## src/rtl/core/keyed_lfsr_matrix_keystream_core_defines.svh

```systemverilog
// Assertion helpers for the keystream core. Both expect clk_i and rst_ni in scope.
`ifndef KEYED_LFSR_MATRIX_KEYSTREAM_CORE_DEFINES_SVH
`define KEYED_LFSR_MATRIX_KEYSTREAM_CORE_DEFINES_SVH

// Same-cycle implication.
`define KLMK_ASSERT_NOW(lbl, ante, cons, msg) \
  lbl: assert property (@(posedge clk_i) disable iff (!rst_ni) (ante) |-> (cons)) \
    else $error(msg);

// Next-cycle implication.
`define KLMK_ASSERT_NEXT(lbl, ante, cons, msg) \
  lbl: assert property (@(posedge clk_i) disable iff (!rst_ni) (ante) |=> (cons)) \
    else $error(msg);

`endif

```

## src/rtl/core/klmk_pkg.sv

```systemverilog
package klmk_pkg;

  localparam int unsigned WORD_W     = 64;
  localparam int unsigned MODE_W     = 2;
  localparam int unsigned START_W    = 16;
  localparam int unsigned POS_W      = 9;
  localparam int unsigned NUM_LANES  = 8;
  localparam int unsigned CFG_IDX_W  = 4;
  localparam int unsigned MAT_DEPTH  = 64;
  localparam int unsigned MAT_AW     = 6;

  localparam int unsigned WARMUP_STEPS_DEF = 64;

  localparam logic [MODE_W-1:0] MODE_INIT  = 2'd0;
  localparam logic [MODE_W-1:0] MODE_ONE   = 2'd1;
  localparam logic [MODE_W-1:0] MODE_WIDE  = 2'd2;
  localparam logic [MODE_W-1:0] MODE_BATCH = 2'd3;

  localparam logic [WORD_W-1:0] MUL_A = 64'hBF58476D1CE4E5B9;
  localparam logic [WORD_W-1:0] MUL_B = 64'h9E3779B97F4A7C15;
  localparam logic [WORD_W-1:0] MUL_C = 64'h94D049BB133111EB;
  localparam logic [7:0]        GF_POLY = 8'h1B;

  localparam logic [WORD_W-1:0] TAPS [NUM_LANES] = '{
    64'h4800203343401101, 64'h0416001300480117,
    64'h58000C0310100803, 64'h00A0090940648023,
    64'h484302010C340003, 64'h801D001006412901,
    64'h04429288080A1021, 64'h2000022052D01213
  };

  typedef struct packed {
    logic              start;
    logic [WORD_W-1:0] a;
    logic [WORD_W-1:0] b;
  } mul_req_t;

  typedef struct packed {
    logic              busy;
    logic              done;
    logic [WORD_W-1:0] p;
  } mul_rsp_t;

  function automatic logic [WORD_W-1:0] rotl64(logic [WORD_W-1:0] x, logic [5:0] n);
    logic [2*WORD_W-1:0] d;
    d = {x, x} << n;
    return d[2*WORD_W-1:WORD_W];
  endfunction

  function automatic logic [7:0] rotl8(logic [7:0] x, logic [2:0] n);
    logic [15:0] d;
    d = {x, x} << n;
    return d[15:8];
  endfunction

  // Byte-wise multiply by two in GF(2^8).
  function automatic logic [WORD_W-1:0] xtime64(logic [WORD_W-1:0] x);
    logic [WORD_W-1:0] r;
    for (int k = 0; k < 8; k++) begin
      r[k*8 +: 8] = {x[k*8 +: 7], 1'b0} ^ (x[k*8+7] ? GF_POLY : 8'h00);
    end
    return r;
  endfunction

endpackage

```

## src/rtl/core/klmk_mul.sv

```systemverilog
// Low 64 bits of a 64x64 product from one 32x32 multiplier over three passes.
module klmk_mul import klmk_pkg::*; (
  input  logic     clk_i,
  input  logic     rst_ni,
  input  mul_req_t req_i,
  output mul_rsp_t rsp_o
);

  localparam int unsigned HALF_W = WORD_W / 2;

  logic              run_q, run_d;
  logic [1:0]        cnt_q, cnt_d;
  logic              done_q, done_d;
  logic [WORD_W-1:0] a_q, b_q;
  logic [WORD_W-1:0] pr_q, lo_q, p_q;
  logic [HALF_W-1:0] x_q;
  logic [HALF_W-1:0] op_a, op_b;

  always_comb begin
    case (cnt_q)
      2'd0:    begin op_a = a_q[HALF_W-1:0];      op_b = b_q[HALF_W-1:0];      end
      2'd1:    begin op_a = a_q[HALF_W-1:0];      op_b = b_q[WORD_W-1:HALF_W]; end
      2'd2:    begin op_a = a_q[WORD_W-1:HALF_W]; op_b = b_q[HALF_W-1:0];      end
      default: begin op_a = '0;                   op_b = '0;                   end
    endcase
  end

  always_comb begin
    run_d  = run_q;
    cnt_d  = cnt_q;
    done_d = 1'b0;
    if (req_i.start && !run_q) begin
      run_d = 1'b1;
      cnt_d = 2'd0;
    end else if (run_q) begin
      cnt_d = cnt_q + 2'd1;
      if (cnt_q == 2'd3) begin
        run_d  = 1'b0;
        done_d = 1'b1;
      end
    end
  end

  always_ff @(posedge clk_i or negedge rst_ni) begin
    if (!rst_ni) begin
      run_q  <= 1'b0;
      cnt_q  <= 2'd0;
      done_q <= 1'b0;
    end else begin
      run_q  <= run_d;
      cnt_q  <= cnt_d;
      done_q <= done_d;
    end
  end

  always_ff @(posedge clk_i) begin
    if (req_i.start && !run_q) begin
      a_q <= req_i.a;
      b_q <= req_i.b;
    end
    if (run_q) begin
      pr_q <= op_a * op_b;
      if (cnt_q == 2'd1) lo_q <= pr_q;
      if (cnt_q == 2'd2) x_q  <= pr_q[HALF_W-1:0];
      if (cnt_q == 2'd3) p_q  <= lo_q + {x_q + pr_q[HALF_W-1:0], {HALF_W{1'b0}}};
    end
  end

  assign rsp_o.busy = run_q;
  assign rsp_o.done = done_q;
  assign rsp_o.p    = p_q;

endmodule

```

## config.mk

```make
export PLATFORM = sky130hd
export DESIGN_NAME = klmk_mul
export DESIGN_NICKNAME = d
export VERILOG_FILES = /design/src/rtl/core/keyed_lfsr_matrix_keystream_core_defines.svh /design/src/rtl/core/klmk_pkg.sv /design/src/rtl/core/klmk_mul.sv
export SDC_FILE = /design/constraint.sdc
export NUM_CORES = 2
export LEC_CHECK = 0
export ABC_AREA = 1
export BUFFER_PORTS_ARGS = -buffer_cell sky130_fd_sc_hd__buf_4
export CAP_MARGIN = 25
export CELL_PAD_IN_SITES_DETAIL_PLACEMENT = 1
export CELL_PAD_IN_SITES_GLOBAL_PLACEMENT = 1
export CORE_UTILIZATION = 50
export DETAILED_ROUTE_END_ITERATION = 8
export GPL_TIMING_DRIVEN = 0
export PLACE_DENSITY_LB_ADDON = 0.1
export SYNTH_ARGS = -nofsm -noshare
export SYNTH_HDL_FRONTEND = slang
export SYNTH_SLANG_ARGS = --single-unit
export TNS_END_PERCENT = 1
```

## constraint.sdc

```tcl
create_clock -name clk_i -period 18.1 [get_ports clk_i]
set_input_delay 0.905 -clock clk_i [delete_from_list [all_inputs] [get_ports clk_i]]
set_output_delay 0.905 -clock clk_i [all_outputs]
set_load 0.005 [all_outputs]
```

Word level (Yosys, flattened, before mapping)
Cells that the tools add are included.

storage, ports and cells
  bits of input ports = 131
  register bits = 356

operators by class
  multipliers = 1
  add/subtract/negate cells = 3
  muxes and demuxes = 10
  reductions and logical operators = 9
  eq/ne operators = 3

operators with widths
  kind                                           number
  one-hot mux 32 bit (2 select lines)            2
  adder 64 bit                                   1
  multiplier 32 x 32 -> 64 bit                   1
  adder 32 bit                                   1
  two-way mux 1 bit                              6
  AND reduction 2 bit                            3
  == test 2 bit, second input constant           2
  two-way mux 2 bit                              2
  OR reduction 2 bit                             2
  adder 2 x 1 -> 2 bit, second input constant    1
  == test 2 x 1 -> 1 bit, second input constant  1
  zero test 2 bit                                1
  nonzero test 2 bit                             1
  logical AND 1 bit                              1
  zero test 1 bit                                1

Logic depth before layout (Yosys ltp)
  depth after elaboration = 4
  mapped depth = 38
  gate-level depth less buffers = 35

Worst setup path after synthesis
OpenSTA, ideal clock, no wires.

  path kind = reg-to-reg
  start = register run_q
  end = register a_q[0], enable pin
  clock period less this slack = 7498 ps
  cell stages (with the launch flop) = 2
  data arrival time = 6878 ps
  data required time = 17480 ps
  slack = 10602 ps
  path through = dfrtp_1 nor2_1

on the way
  word-level cells in the longest chain between the ends = 2

ends and longest elaborated chain
  what                      RTL line        text
  start: declaration        klmk_mul.sv:11  logic run_q, run_d;
  start signal: assignment  klmk_mul.sv:50  run_q <= run_d;
  zero test 1 bit           klmk_mul.sv:57  if (req_i.start && !run_q) begin
  logical AND 1 bit         klmk_mul.sv:57
  end signal: assignment    klmk_mul.sv:58  a_q <= req_i.a;
  end: declaration          klmk_mul.sv:14  logic [WORD_W-1:0] a_q, b_q;

Every way passes these cells.
A chain may end at the register's enable or synchronous reset.

Final worst setup path
  start = register cnt_q[0]
  end = register pr_q[41], data pin

on the way
  word-level cells in the longest chain between the ends = 4
  elaborated cells on any way between the ends = 8
  those cells by class = 1 x mul; 2 x eq/ne; 2 x mux; 3 x reduce/logical

ends and longest elaborated chain
  what                                                  RTL line        text
  start: declaration                                    klmk_mul.sv:12  logic [1:0] cnt_q, cnt_d;
  start signal: assignment                              klmk_mul.sv:51  cnt_q <= cnt_d;
  == test 2 x 1 -> 1 bit, or another cell as far along  klmk_mul.sv:20  case (cnt_q)
  OR reduction 2 bit (no source line)                   --
  one-hot mux 32 bit (2 select lines)                   klmk_mul.sv:20
  multiplier 32 x 32 -> 64 bit *                        klmk_mul.sv:62  pr_q <= op_a * op_b;
  end signal: assignment                                klmk_mul.sv:62
  end: declaration                                      klmk_mul.sv:15  logic [WORD_W-1:0] pr_q, lo_q, p_q;

Mark *: on every way between the ends. The rest lies on a longest branch, timed or not.

==> results.md <==
* Met1 usage at 49.58%
* Hold_buf cts at 0
* Final nets at 7260
* # setup viols final at 0
* Post-CTS resize count at 0
* Final Util at 55.46%
* XOR/XNOR Fraction of Synth Area at 1.366%
* Cell Area, Synth at 0.05000 sq mm
* Fillers at 11652
* Antenna violations before repair at 9
* Cell variety after synth at 43
* Main combinational cell family by area after synthesis: adder cells
* Min-delay worst type: input pin to asynchronous set/reset pin
* Total core area at 0.09871 sq mm
* Worst Tran Pin Value at 1.181 ns
* Seq/Total Area, Yosys at 21.34%
* Number of global-route vias before repair at 44194
* CP peak stage delay at 0.75 ns
* Worst rel slew slack at 21.29%
* Drt first-iter violations at 3432
* Die Wd at 318.2 microns
* Post-Syn Area per Cell at 8.859 sq um
* Maximum clock path buffer count at 3
* Worst Path Max Fanout at 11
* Kind of critical path: flip-flop to flip-flop
* Largest net degree at the start of global routing at 66
* Final Slew Violations at 0
* Post-synth ARST share at 1.124%
* Most used cell, CP: fa_1
* Cell count after synthesis at 5644
* Synth Area in Simple Gates at 17.93%
* Final non-filler cell area at 0.05474 sq mm
* Worst-path clk slew at 0.06 ns
* Maximum clock rate at 98.91 MHz
* Via-to-Cell Ratio at 5.671
* Compound-Gate Fraction of Synth Area at 3.511%
* Clk sink count at 356
* Die ar. at 0.1013 sq mm
* Sum Neg Setup Slack at 0 ns
* Number of synthesized flops with an enable pin at 352
* Crit. End Element: flip-flop
* Worst endpoint required time at 18.43 ns
* Gr ovfl total at 0
* Buffer count from post-CTS setup fixing at 0
* H-Tree Depth at 2
* Total Routing Usage GR at 40.88%
* Synth Flop Type: edfxtp_1
* Top-count cell post-synth: nand2_1
* Root buf cell: clkbuf_16
* Proportion of layout cells with a drive suffix above 1 at 9.378%
* Clk_lat worst skew at 0.65 ns
* RSZ-0062 raised after global routing: false
* Multiplexer share of the synthesized area at 0%
* Min Tclk post-route at 10.11 ns
* Pre-antenna DRT Iters at 6
* Final hold slack at 0.08270 ns
* GP Congestion at 1.026
* DRT Wirelength at 203500 microns
* Hold Fails Final Rpt at 0
* Hpwl dp at 170900 microns
* Area leader, netlist: fa_1
* WL per Instance at 28.19 microns
* Status: completed
* Port bufs at 196
* Synth area leaders: fa_1 (36%), edfxtp_1 (21%), nand2_1 (9.7%), inv_1 (9.4%), ha_1 (8.3%)
* Slowest CP cell: fa_1
* GR Util met2 at 64.39%
* DP Area at 0.05332 sq mm
* Met3 Use GR at 12.38%
* Top Ports at 197
* Remaining antenna violation count at 0
* Skew final at 0.06520 ns
* Area growth, synth to finish at 9.481%
* Commonest cells in the netlist: nand2_1 (1286), inv_1 (1253), fa_1 (898), nor2_1 (800), edfxtp_1 (352)
* # DRC at 0
* Num CTS Buffers at 43
* Synthesis-stage register bit count at 356
* Yosys warnings at 0
* Wire length of the first global-routing pass at 295300 microns
* Max_cap viols at 0
* Via count at 40952
* Worst setup SP type: flip-flop
* Period utilization at 55.86%
* Adder-Cell Fraction of Synth Area at 44.21%
* Die height at 318.2 microns
* Area of the multi-input gates at 0.03352 sq mm
* Initial Util at 50.66%
* Mapped Nets at 7003
* Seq. cell area at 0.01067 sq mm
* Worst EP arrival at 10.44 ns
* Post-synth top area share at 35.95%
* CTS tree: built
* Most crowded layer after global routing: met2
* Core Rows at 115
[path summary, 6_finish.rpt]
kind | startpoint | end | slack [ns] | cells past startpoint
max in group asynchronous | rst_ni | run_q | 17.89 | 1
hold reg to reg | pr_q[50] | lo_q[50] | 0.39 | 0
setup reg to reg | cnt_q[0] | pr_q[41] | 7.99 | 28
min in group clk_i | pr_q[50] | lo_q[50] | 0.39 | 0
hold / removal | rst_ni | cnt_q[0] | 0.08 | 1
setup / recovery | cnt_q[0] | pr_q[41] | 7.99 | 28
[cells in the final DEF, fill, tap and decap left out, types with 22 or more instances in the layout]
cell	n
nand4_1	22
a21oi_1	122
nand3_1	101
edfxtp_1	352
nand2_1	1286
inv_2	23
buf_2	132
o21ai_0	34
nor2_1	799
buf_4	225
inv_1	1250
fa_1	898
xor2_1	62
clkbuf_16	43
ha_1	330
[state kept, by name, indices dropped and copies added, names as in the netlist]
signal and cells:
cnt_q 2, x_q 32, pr_q 64, done_q 1, a_q 64, b_q 64, lo_q 64, run_q 1
p_q 64
[cells by family (layout without fill, tap and decap cells)]
logic type      after synthesis  count (layout)
simple gates               2283            2283
buf+inv                    1454            1739
fa+ha+maj                  1228            1228
flops                       356             356
compound gates              245             245
xor+xnor                     78              78
other cells                   0               5
[cell type report]
cell class	count	area share, %
Sequential cell	356	19.50
Multi-Input combinational cell	3834	61.22
Antenna cell	5	0.02286
Inverter	1277	8.761
Tap cell	1287	2.942
Timing Repair Buffer	212	3.181
Clock inverter	25	0.4937
Clock buffer	48	2.000
Buffer	177	1.879
[per-layer routing]
metal | share of wire, % | vias up
met4 | 7.3 | 4
met3 | 11 | 628
met2 | 45 | 2110
met1 | 37 | 20941
li1 | - | 17269
met5 | 0.013 | -
[worst max-delay path: cells and delay by family, from the launching register on]
family | cells | cell delay (ns)
adder cells (fa/ha/maj) | 10 | 5.24
AND/OR/NAND/NOR | 9 | 2.13
buffers and inverters | 8 | 1.71
flip-flops | 1 | 0.44
AO/OA/AOI/OAI | 1 | 0.27
[through the flow]
stage	setup slack (ns)	cells
2_1_floorplan	10.60	5644
3_3_place_gp	7.694	7127
3_5_place_dp	8.308	7140
4_1_cts	8.235	7213
5_1_grt	7.914	7216
6_report	7.990	7221
Power is left out: the tool's default activity adds up to more than one toggle a clock period on the data nets, which glitch-free logic cannot reach.
